### src/rtl/ccw_pkg.sv
// ----------------------------------------------------------------------------
// ccw_pkg: calendar clock shared types and constants
// Request and result layouts, clock state, stage hand-off types and limits.
// ----------------------------------------------------------------------------
package ccw_pkg;

    localparam logic        MODE_TICK = 1'b0;
    localparam logic        MODE_SET  = 1'b1;

    localparam logic [7:0]  SET_BYTES   = 8'd6;
    localparam logic [15:0] YEAR_BASE   = 16'd2000;

    localparam logic [3:0]  MONTH_FIRST = 4'd1;
    localparam logic [3:0]  MONTH_FEB   = 4'd2;
    localparam logic [3:0]  MONTH_LAST  = 4'd12;
    localparam logic [4:0]  DAY_FIRST   = 5'd1;
    localparam logic [4:0]  DAY_MAX     = 5'd31;
    localparam logic [4:0]  HOUR_LAST   = 5'd23;
    localparam logic [5:0]  MIN_LAST    = 6'd59;
    localparam logic [5:0]  SEC_LAST    = 6'd59;
    localparam logic [2:0]  WDAY_LAST   = 3'd6;

    localparam logic [15:0] YEAR_RST    = 16'd2000;

    typedef struct packed {
        logic       mode;
        logic [7:0] byte_count;
        logic [7:0] year_offset;
        logic [7:0] set_month;
        logic [7:0] set_day;
        logic [7:0] set_hour;
        logic [7:0] set_minute;
        logic [7:0] set_second;
    } t_in_item;

    typedef struct packed {
        logic [15:0] cur_year;
        logic [3:0]  cur_month;
        logic [4:0]  cur_day;
        logic [4:0]  cur_hour;
        logic [5:0]  cur_minute;
        logic [5:0]  cur_second;
        logic [2:0]  weekday;
        logic        set_rejected;
        logic        day_rolled;
    } t_out_item;

    typedef struct packed {
        logic [15:0] year;
        logic [3:0]  month;
        logic [4:0]  day;
        logic [4:0]  hour;
        logic [5:0]  minute;
        logic [5:0]  second;
    } t_clk_state;

    typedef struct packed {
        t_clk_state clk;
        logic       rejected;
        logic       rolled;
    } t_stamp;

endpackage

### src/rtl/calendar_clock_with_weekday.sv
// ----------------------------------------------------------------------------
// calendar_clock_with_weekday: calendar clock with day of week
// Gregorian clock advanced by tick requests or loaded by set requests.
// ----------------------------------------------------------------------------
//  channel   signals                                   direction
//  request   i_in_valid / o_in_ready / i_in_item       in
//  result    o_out_valid / i_out_ready / o_out_item    out
//
//  One request per cycle while results are taken; each request passes through the
//  input register, counter stage, weekday quotient stage and mod 7 stage.
//  Reset: pipeline empty, clock at 2000-01-01 00:00:00.
//  A held result stalls the stages behind it; requests are taken until
//  all four registers are full.
// ----------------------------------------------------------------------------
module calendar_clock_with_weekday
    import ccw_pkg::*;
(
    input  logic      i_clk,
    input  logic      i_rst_n,
    input  logic      i_in_valid,
    output logic      o_in_ready,
    input  t_in_item  i_in_item,
    output logic      o_out_valid,
    input  logic      i_out_ready,
    output t_out_item o_out_item
);

    t_in_item r_in;
    logic     r_in_vld;
    logic     cnt_rdy, cnt_vld, wd_rdy;
    t_stamp   stamp;

    assign o_in_ready = !r_in_vld || cnt_rdy;

    always_ff @(posedge i_clk) begin
        if (!i_rst_n) begin
            r_in_vld <= 1'b0;
        end else if (o_in_ready) begin
            r_in_vld <= i_in_valid;
        end
    end

    always_ff @(posedge i_clk) begin
        if (o_in_ready && i_in_valid) begin
            r_in <= i_in_item;
        end
    end

    ccw_count u_count (
        .i_clk   (i_clk),
        .i_rst_n (i_rst_n),
        .i_vld   (r_in_vld),
        .i_item  (r_in),
        .o_rdy   (cnt_rdy),
        .o_vld   (cnt_vld),
        .o_stamp (stamp),
        .i_rdy   (wd_rdy)
    );

    ccw_weekday u_weekday (
        .i_clk   (i_clk),
        .i_rst_n (i_rst_n),
        .i_vld   (cnt_vld),
        .i_stamp (stamp),
        .o_rdy   (wd_rdy),
        .o_vld   (o_out_valid),
        .o_item  (o_out_item),
        .i_rdy   (i_out_ready)
    );

endmodule

### src/rtl/ccw_count.sv
// ----------------------------------------------------------------------------
// ccw_count: calendar counter stage
// Holds the clock state; applies one tick or one validated set per request.
// ----------------------------------------------------------------------------
module ccw_count
    import ccw_pkg::*;
(
    input  logic     i_clk,
    input  logic     i_rst_n,
    input  logic     i_vld,
    input  t_in_item i_item,
    output logic     o_rdy,
    output logic     o_vld,
    output t_stamp   o_stamp,
    input  logic     i_rdy
);

    localparam logic [14:0] RECIP_25 = 15'd20972;
    localparam int          RECIP_SH = 19;

    function automatic logic is_leap(input logic [15:0] y);
        logic [30:0] prod;
        logic [11:0] q;
        logic [15:0] rem;
        prod = 31'(y) * 31'(RECIP_25);
        q    = prod[RECIP_SH +: 12];
        rem  = y - 16'(17'(q) * 17'd25);
        return (y[1:0] == 2'b00) && ((rem != 16'd0) || (y[3:0] == 4'd0));
    endfunction

    t_clk_state r_clk, n_clk;
    logic       r_vld, r_rej, r_roll;
    logic       n_rej, n_roll;
    logic       leap, set_ok, take;
    logic [4:0] dim;

    assign leap = is_leap(r_clk.year);

    always_comb begin
        case (r_clk.month)
            MONTH_FEB: dim = leap ? 5'd29 : 5'd28;
            4'd4, 4'd6, 4'd9, 4'd11: dim = 5'd30;
            default: dim = DAY_MAX;
        endcase
    end

    assign set_ok = (i_item.byte_count == SET_BYTES)
                 && (i_item.set_month >= 8'(MONTH_FIRST)) && (i_item.set_month <= 8'(MONTH_LAST))
                 && (i_item.set_day >= 8'(DAY_FIRST)) && (i_item.set_day <= 8'(DAY_MAX))
                 && (i_item.set_hour <= 8'(HOUR_LAST))
                 && (i_item.set_minute <= 8'(MIN_LAST))
                 && (i_item.set_second <= 8'(SEC_LAST));

    always_comb begin
        n_clk  = r_clk;
        n_rej  = 1'b0;
        n_roll = 1'b0;
        if (i_item.mode == MODE_TICK) begin
            if (r_clk.second >= SEC_LAST) begin
                n_clk.second = '0;
                if (r_clk.minute >= MIN_LAST) begin
                    n_clk.minute = '0;
                    if (r_clk.hour >= HOUR_LAST) begin
                        n_clk.hour = '0;
                        n_roll     = 1'b1;
                        if (r_clk.day >= dim) begin
                            n_clk.day = DAY_FIRST;
                            if (r_clk.month >= MONTH_LAST) begin
                                n_clk.month = MONTH_FIRST;
                                n_clk.year  = r_clk.year + 16'd1;
                            end else begin
                                n_clk.month = r_clk.month + 4'd1;
                            end
                        end else begin
                            n_clk.day = r_clk.day + 5'd1;
                        end
                    end else begin
                        n_clk.hour = r_clk.hour + 5'd1;
                    end
                end else begin
                    n_clk.minute = r_clk.minute + 6'd1;
                end
            end else begin
                n_clk.second = r_clk.second + 6'd1;
            end
        end else if (set_ok) begin
            n_clk.year   = 16'(i_item.year_offset) + YEAR_BASE;
            n_clk.month  = i_item.set_month[3:0];
            n_clk.day    = i_item.set_day[4:0];
            n_clk.hour   = i_item.set_hour[4:0];
            n_clk.minute = i_item.set_minute[5:0];
            n_clk.second = i_item.set_second[5:0];
        end else begin
            n_rej = 1'b1;
        end
    end

    assign o_rdy = !r_vld || i_rdy;
    assign take  = i_vld && o_rdy;

    always_ff @(posedge i_clk) begin
        if (!i_rst_n) begin
            r_vld        <= 1'b0;
            r_clk.year   <= YEAR_RST;
            r_clk.month  <= MONTH_FIRST;
            r_clk.day    <= DAY_FIRST;
            r_clk.hour   <= '0;
            r_clk.minute <= '0;
            r_clk.second <= '0;
        end else if (take) begin
            r_vld <= 1'b1;
            r_clk <= n_clk;
        end else if (i_rdy) begin
            r_vld <= 1'b0;
        end
    end

    always_ff @(posedge i_clk) begin
        if (take) begin
            r_rej  <= n_rej;
            r_roll <= n_roll;
        end
    end

    assign o_vld            = r_vld;
    assign o_stamp.clk      = r_clk;
    assign o_stamp.rejected = r_rej;
    assign o_stamp.rolled   = r_roll;

endmodule

### src/rtl/ccw_weekday.sv
// ----------------------------------------------------------------------------
// ccw_weekday: day-of-week pipeline
// Two stages: year and month terms with the century quotient, then mod 7.
// ----------------------------------------------------------------------------
module ccw_weekday
    import ccw_pkg::*;
(
    input  logic      i_clk,
    input  logic      i_rst_n,
    input  logic      i_vld,
    input  t_stamp    i_stamp,
    output logic      o_rdy,
    output logic      o_vld,
    output t_out_item o_item,
    input  logic      i_rdy
);

    localparam logic [12:0] RECIP_25 = 13'd5243;
    localparam int          RECIP_SH = 17;

    typedef struct packed {
        t_stamp      stamp;
        logic [16:0] yy;
        logic [9:0]  q100;
        logic [5:0]  mday;
    } t_wd_mid;

    // month term (2m + 3(m+1)/5) mod 7, Jan and Feb as months 13 and 14
    function automatic logic [2:0] month_term(input logic [3:0] m);
        logic [2:0] t;
        case (m)
            4'd1:    t = 3'd6;
            4'd2:    t = 3'd2;
            4'd3:    t = 3'd1;
            4'd4:    t = 3'd4;
            4'd5:    t = 3'd6;
            4'd6:    t = 3'd2;
            4'd7:    t = 3'd4;
            4'd8:    t = 3'd0;
            4'd9:    t = 3'd3;
            4'd10:   t = 3'd5;
            4'd11:   t = 3'd1;
            4'd12:   t = 3'd3;
            default: t = 3'd0;
        endcase
        return t;
    endfunction

    t_wd_mid     r_mid, n_mid;
    t_out_item   r_out, n_out;
    logic        r_mid_vld, r_out_vld;
    logic        mid_rdy, out_rdy;
    logic [16:0] yy;
    logic [27:0] prod;
    logic [17:0] sum;
    logic [5:0]  f1;
    logic [3:0]  f2;

    // stage 1
    always_comb begin
        yy = 17'(i_stamp.clk.year) + 17'd400;
        if (i_stamp.clk.month <= MONTH_FEB) begin
            yy = yy - 17'd1;
        end
        prod        = 28'(yy[16:2]) * 28'(RECIP_25);
        n_mid.stamp = i_stamp;
        n_mid.yy    = yy;
        n_mid.q100  = prod[RECIP_SH +: 10];
        n_mid.mday  = 6'(i_stamp.clk.day) + 6'(month_term(i_stamp.clk.month));
    end

    // stage 2: 8 = 1 mod 7, so fold octal digits
    always_comb begin
        sum = 18'(r_mid.yy) + 18'(r_mid.yy[16:2]) + 18'(r_mid.q100[9:2])
            + 18'(r_mid.mday) - 18'(r_mid.q100);
        f1  = 6'(sum[2:0]) + 6'(sum[5:3]) + 6'(sum[8:6])
            + 6'(sum[11:9]) + 6'(sum[14:12]) + 6'(sum[17:15]);
        f2  = 4'(f1[2:0]) + 4'(f1[5:3]);
        n_out.cur_year     = r_mid.stamp.clk.year;
        n_out.cur_month    = r_mid.stamp.clk.month;
        n_out.cur_day      = r_mid.stamp.clk.day;
        n_out.cur_hour     = r_mid.stamp.clk.hour;
        n_out.cur_minute   = r_mid.stamp.clk.minute;
        n_out.cur_second   = r_mid.stamp.clk.second;
        n_out.weekday      = (f2 >= 4'd7) ? 3'(f2 - 4'd7) : f2[2:0];
        n_out.set_rejected = r_mid.stamp.rejected;
        n_out.day_rolled   = r_mid.stamp.rolled;
    end

    assign out_rdy = !r_out_vld || i_rdy;
    assign mid_rdy = !r_mid_vld || out_rdy;
    assign o_rdy   = mid_rdy;

    always_ff @(posedge i_clk) begin
        if (!i_rst_n) begin
            r_mid_vld <= 1'b0;
            r_out_vld <= 1'b0;
        end else begin
            if (mid_rdy) begin
                r_mid_vld <= i_vld;
            end
            if (out_rdy) begin
                r_out_vld <= r_mid_vld;
            end
        end
    end

    always_ff @(posedge i_clk) begin
        if (mid_rdy && i_vld) begin
            r_mid <= n_mid;
        end
        if (out_rdy && r_mid_vld) begin
            r_out <= n_out;
        end
    end

    assign o_vld  = r_out_vld;
    assign o_item = r_out;

endmodule

### config.mk
export PLATFORM = sky130hd
export DESIGN_NAME = calendar_clock_with_weekday
export DESIGN_NICKNAME = d
export VERILOG_FILES = /design/src/rtl/ccw_pkg.sv /design/src/rtl/calendar_clock_with_weekday.sv /design/src/rtl/ccw_count.sv /design/src/rtl/ccw_weekday.sv
export SDC_FILE = /design/constraint.sdc
export NUM_CORES = 1
export LEC_CHECK = 0
export ABC_AREA = 1
export ABC_CLOCK_PERIOD_IN_PS = 8600
export BUFFER_PORTS_ARGS = -buffer_cell sky130_fd_sc_hd__buf_4
export CELL_PAD_IN_SITES_DETAIL_PLACEMENT = 0
export CELL_PAD_IN_SITES_GLOBAL_PLACEMENT = 1
export CORE_MARGIN = 3
export CORE_UTILIZATION = 46
export CTS_BUF_LIST = sky130_fd_sc_hd__clkbuf_8
export DETAILED_ROUTE_END_ITERATION = 8
export MAX_ROUTING_LAYER = met4
export PLACE_DENSITY = 0.76
export RECOVER_POWER = 100
export SETUP_SLACK_MARGIN = 0.02
export SYNTH_ARGS = -nofsm -noshare
export SYNTH_HDL_FRONTEND = slang
export SYNTH_SLANG_ARGS = --single-unit
### constraint.sdc
create_clock -name i_clk -period 8.6 [get_ports i_clk]
set_clock_uncertainty 0.05 [all_clocks]
set_input_delay 0.43 -clock i_clk [delete_from_list [all_inputs] [get_ports i_clk]]
set_output_delay 0.43 -clock i_clk [all_outputs]
set_load 0.02 [all_outputs]
==> metrics.yaml, run 1 <==
status: "finished with violations"
violations: "negative setup slack"
endpoint_kind: "flop"
syn_avg_cell_area_um2: 10.2
hp-start: "i_in_item[44]"
cts_max_level: 2
nets: 3016
worstSetupStartpointType: "flop"
drive_gt1_share_pct: 20.7
ys_seq_area_share_pct: 30.8
netSwitchingPower_mw: 3.48
power.internal_mw: 4.66
swShare_pct: 42.8
fp-row-count: 77
grt_max_degree: 74
first_pass_iters: 6
fillers: 3866
clock-root-buffer: "clkbuf_8"
synthFlopType: "edfxtp_1"
ys_ff_latch: 232
maxSlewViolCount: 0
r2r-start: "u_count.o_stamp[40]"
grt_pass1_wl_um: 80200
synthTopCellsByArea: "edfxtp_1 26%, ha_1 20%, fa_1 19%"
path_max_fanout: 6
cts_buffer_depth: 3
synth_cell_types: 60
io_pins: 110
finalCoreUtilization_pct: 57.4
cts_inserted_buffers: 36
antenna_found_initial: 0
fmax_mhz: 109
worst_slack_ns: -0.556
syn-num-nets: 2662
crit_type: "flop to flop"
yosysTopAreaCell: "edfxtp_1"
dp_cells: 2895
hold_slack_ns: 0.0484
dp_hpwl_um: 40700
p_per_area_mw_per_mm2: 317
crit_family: "adder cells"
start_util_pct: 47.0
yosysMostFrequentCell: "inv_1"
clock-sinks: 232
die_w_um: 220
wl_per_cell_um: 16.3
ant_nets: 0
synth_edf_count: 183
p_seq_share_pct: 18.3
dieHeight_um: 220
cp_slowest_cell: "fa_1"
slowest_delay_ns: 0.54
required_ns: 8.98
finalNonFillerCells: 3032
p_comb_share_pct: 70.3
hp-class: "input pin to flop"
syn_inst: 2060
coreArea_mm2: 0.0447
synth-async-reset-ratio_pct: 0
p_clk_share_pct: 11.4
drt_first_iter_violations: 746
relSlewSlack_pct: 34.3
worst_pin_slew_ns: 0.985
period_minus_slack_ns: 9.16
syn_area_mm2: 0.0210
synth_top_area_share_pct: 26.1
gp_congestion: 0.894
p_total_mw: 8.14
die_area_mm2: 0.0483
rsz0062_at_grt: "true"
vias: 14900
cap_violations: 0
grt_pass1_vias: 15400
n_antenna_cell: 0
cts_tree: "done"
leakagePower_nw: 12.6
port_buffers: 109
drt_wl_total_um: 49400
vias_per_cell: 4.92
peakVddDrop_uv: 1680
hold_viol: 0
cp.arrival_ns: 9.53
post-route-drc-count: 0
min_period_over_period_pct: 106
grt-ovfl-total: 0
clk_pin_slew_worst_paths_ns: 0.06
gr-usage-all-layers_pct: 21.7
syn_to_final_growth_pct: 21.9
synthTopCellsByCount: "465 x inv_1, 343 x ha_1, 228 x nand2_1, 198 x fa_1, 183 x edfxtp_1"
setup_viol_count_final: 26
synth-warning-count: 0
cp_num_buf_inv: 6
clk_latency_ns: 0.55
worstSetupStartpoint: "u_count.o_stamp[40]"
==> cells by family after synthesis <==
kind of cell	Yosys count	synth area share, %
buffers and inverters	498	8.97
muxes	1	0.0535
DFF	232	30.8
AOI/OAI and AO/OA	227	6.34
adders and majority gates	541	39.3
and+or+nand+nor	468	10.4
xor gates and xnor gates	93	4.16
==> sequential cells by signal, summed over array words and instances (netlist names), named ones only <==
register,count
r_in_vld,1
r_in,57
u_count.o_vld,1
u_count.o_stamp,42
u_weekday.n_out,44
u_weekday.r_mid_vld,1
u_count.r_roll,1
u_weekday.r_mid,33
u_count.r_rej,1
u_weekday.o_vld,1
u_weekday.o_item,47
==> through the flow <==
| step | setup TNS, ns | worst slack [ns] | cell area (um^2) |
|---|---|---|---|
| 2_1_floorplan | -0.409 | -0.186 | 21300 |
| 3_3_place_gp | -14.92 | -0.868 | 24000 |
| 3_5_place_dp | -17.58 | -1.01 | 24000 |
| 4_1_cts | -9.92 | -0.543 | 25500 |
| 5_1_grt | -25.24 | -1.10 | 25600 |
| 6_report | -9.99 | -0.556 | 25600 |
==> path summary, 6_finish.rpt <==
| path | cells past startpoint | slack (ns) | to |
|---|---|---|---|
| worst max-delay path | 51 | -0.56 | flop |
| worst min-delay path | 1 | 0.05 | r_in[44] |
| worst max register to register | 51 | -0.56 | flop |
| worst min register to register | 0 | 0.36 | u_weekday.o_item[20] |
==> final cells by class <==
| class | count | area (um^2) | area share, % |
|---|---|---|---|
| repair buffers | 332 | 2650 | 10.3 |
| clock inverters | 26 | 190 | 0.742 |
| well taps | 592 | 741 | 2.89 |
| multi-input cells | 1330 | 13200 | 51.5 |
| inverters | 482 | 1820 | 7.11 |
| clock buffers | 38 | 523 | 2.04 |
| flip-flops and latches | 232 | 6520 | 25.4 |
==> metal layers <==
layer	global-route usage, %	share of wire (%)	vias to the layer above
met2	35.0	49	280
met1	29.4	46	7190
met4	4.61	1.6	0
met3	3.13	4.0	59
li1	-	-	7375
met5	-	0	-
==> what timing repair did <==
item / in CTS / in global routing
setup buffers: 11 / 6
gates resized for setup: 43 / 19
endpoints found under the hold margin: 56 / 0
cloned: 0 / 0
hold buffers: 56 / 0
setup endpoints to repair: 28 / 28
pin swaps: 51 / 19
==> placed cells by master, fill, tap and decap left out, types with 8 or more instances in the layout <==
master,count
nor4_1,9
o21ai_0,49
buf_4,214
xor2_2,8
ha_1,321
xnor2_1,26
o21bai_1,8
clkbuf_4,57
inv_1,455
nand4_1,16
dfxtp_4,12
ha_4,20
dfxtp_1,37
nor2_4,9
nand3_1,47
nand3_2,9
a31oi_1,14
o211ai_1,9
nand2_1,214
fa_1,195
inv_2,35
dlygate4sd3_1,56
edfxtp_1,183
nand2_2,28
xor2_1,57
nor2_1,82
clkbuf_8,38
a21oi_1,92
nor3_1,11
nor2_2,8
==> power by group through the flow <==
| stage | Combinational [mW] | Sequential, mW | Clock (mW) |
|---|---|---|---|
| after floorplan | 4.26 | 1.52 | 0 |
| after global placement | 5.40 | 1.51 | 0 |
| after detailed placement | 5.63 | 1.51 | 0 |
| after CTS | 5.74 | 1.49 | 0.950 |
| after global routing | 6.53 | 1.49 | 1.00 |
| final | 5.72 | 1.49 | 0.927 |
Note: power is estimated with default switching activity, not from simulation.
==> run 2: changes to the inputs <==
--- a/config.mk
+++ b/config.mk
@@ -11,11 +11,11 @@
 export CELL_PAD_IN_SITES_DETAIL_PLACEMENT = 0
 export CELL_PAD_IN_SITES_GLOBAL_PLACEMENT = 1
 export CORE_MARGIN = 3
-export CORE_UTILIZATION = 46
+export CORE_UTILIZATION = 30
 export CTS_BUF_LIST = sky130_fd_sc_hd__clkbuf_8
 export DETAILED_ROUTE_END_ITERATION = 8
 export MAX_ROUTING_LAYER = met4
-export PLACE_DENSITY = 0.76
+export PLACE_DENSITY = 0.53
 export RECOVER_POWER = 100
 export SETUP_SLACK_MARGIN = 0.02
 export SYNTH_ARGS = -nofsm -noshare
==> metrics.yaml, run 2 (synthesized netlist as in run 1, its figures left out) <==
syn_to_final_growth_pct: 24.2
hold_viol: 0
fillers: 7002
dieHeight_um: 271
hp-start: "i_in_valid"
io_pins: 110
gr-usage-all-layers_pct: 15.5
hp-class: "input pin to flop"
finalCoreUtilization_pct: 37.8
final_cell_mix: "456 x inv_1, 319 x ha_1, 209 x nand2_1"
drive_gt1_share_pct: 19.6
maxSlewViolCount: 161
grt_pass1_vias: 15700
cap_violations: 4
status: "finished with violations"
post-route-drc-count: 0
setup_viol_count_final: 28
wl_per_cell_um: 16.0
crit_type: "flop to flop"
coreArea_mm2: 0.0691
r2r-start: "u_count.o_stamp[38]"
worstSetupStartpoint: "u_count.o_stamp[38]"
clk_latency_ns: 0.56
worst_pin_slew_ns: 3.10
slowest_delay_ns: 0.57
fmax_mhz: 109
period_minus_slack_ns: 9.21
rsz0062_at_grt: "true"
leakagePower_nw: 12.5
grt_pass1_wl_um: 87000
grt_max_degree: 57
grt-ovfl-total: 0
worstSetupStartpointType: "flop"
worst_slack_ns: -0.610
dp_hpwl_um: 45200
cts_max_level: 2
gp_congestion: 0.814
regMostFlops: "r_in"
cts_tree: "done"
cp_common_cell: "nand2_2"
required_ns: 9.01
first_pass_iters: 6
fp-row-count: 96
tns_ns: -11.96
vias: 14800
dp_cells: 3257
clock-sinks: 232
port_buffers: 109
cp_slowest_cell: "fa_2"
p_per_area_mw_per_mm2: 320
clock-root-buffer: "clkbuf_8"
antenna_found_initial: 0
rrSetupSlack_ns: -0.61
start_util_pct: 30.4
relSlewSlack_pct: -107
drt_first_iter_violations: 598
min_period_over_period_pct: 107
clk_pin_slew_worst_paths_ns: 0.07
nets: 3042
p_total_mw: 8.36
die_area_mm2: 0.0733
final_common_cell: "inv_1"
die_w_um: 271
cts_buffer_depth: 3
multi_input_comb_area_mm2: 0.0132
place_area_mm2: 0.0246
largest_reg_flops: 57
r2r_cells: 59
drt_wl_total_um: 54500
violations: "max-capacitance violations, max-slew violations, negative setup slack"
whs_path_depth: 3
seq_area_mm2: 0.00652
cts_inserted_buffers: 39
final_area_mm2: 0.0261
cp.arrival_ns: 9.62
endpoint_kind: "flop"
whs_endpoint: "r_in_vld"
vias_per_cell: 4.35
finalNonFillerCells: 3402
peakVddDrop_uv: 1760
n_antenna_cell: 0
ant_nets: 0
path_max_fanout: 7
[run 2: cell count changes in the layout (fill, tap and decap cells not counted), moves of 3 or more]
cell,previous run,this run
nor2_4,9,6
nor2_1,82,87
nand2_4,7,10
buf_4,214,174
a21oi_1,92,86
buf_6,2,9
inv_2,35,32
nand2_1,214,209
a21oi_2,4,14
a21oi_4,4,0
clkbuf_1,2,57
[run 2: layer usage]
layer / routed length (um) / track usage (%) / vias up
li1: - / - / 7432
met4: 550 / 2.21 / 0
met1: 26700 / 21.3 / 7158
met3: 1300 / 1.75 / 49
met2: 25900 / 25.1 / 147
met5: 0 / - / -
[run 2: area by class of cell]
cell class / instances / area share (%)
clock buffers: 40 / 2.11
clock inverters: 32 / 0.848
inverters: 482 / 7.01
multi-input cells: 1330 / 50.5
flip-flops and latches: 232 / 25.0
well taps: 931 / 4.46
repair buffers: 355 / 10.2
[run 2: metrics by stage]
stage               hold slack [ns]  setup WS [ns]
floorplan                     0.350         -0.186
global placement              0.350          -1.19
detailed placement            0.355          -1.20
CTS                          0.0984         -0.616
global route                 0.0871          -1.08
finish                        0.104         -0.610
[run 2: critical path, delay by kind of cell (launching register included)]
kind | cells | cell delay, ns
AOI/OAI and AO/OA | 7 | 0.68
xor gates and xnor gates | 1 | 0.19
adders and majority gates | 12 | 4.51
buffers and inverters | 9 | 0.62
DFF | 1 | 0.39
and+or+nand+nor | 30 | 2.66
[run 2: what timing repair did]
item / 4_1_cts / 5_1_grt
endpoints found under the setup margin: 28 / 28
hold buffers: 57 / 0
buffers inserted: 9 / 9
endpoints found under the hold margin: 57 / 0
gates cloned: 0 / 0
pin swaps: 48 / 13
resized for setup: 61 / 31
[run 2: how the worst max path moves through the flow]
stage                     endpoint  slack (ns)  depth (start not counted)
2_1_floorplan                 flop       -0.19                         55
3_3_place_gp                  flop       -1.19                         48
3_5_place_dp                  flop       -1.20                         50
4_1_cts                       flop       -0.62                         59
5_1_grt        u_count.o_stamp[40]       -1.08                         55
6_report                      flop       -0.61                         59
[run 2: power by group]
| part | switching [mW] | internal [mW] |
|---|---|---|
| Sequential | 0.0196 | 1.47 |
| Combinational | 3.10 | 2.77 |
| Clock | 0.472 | 0.528 |
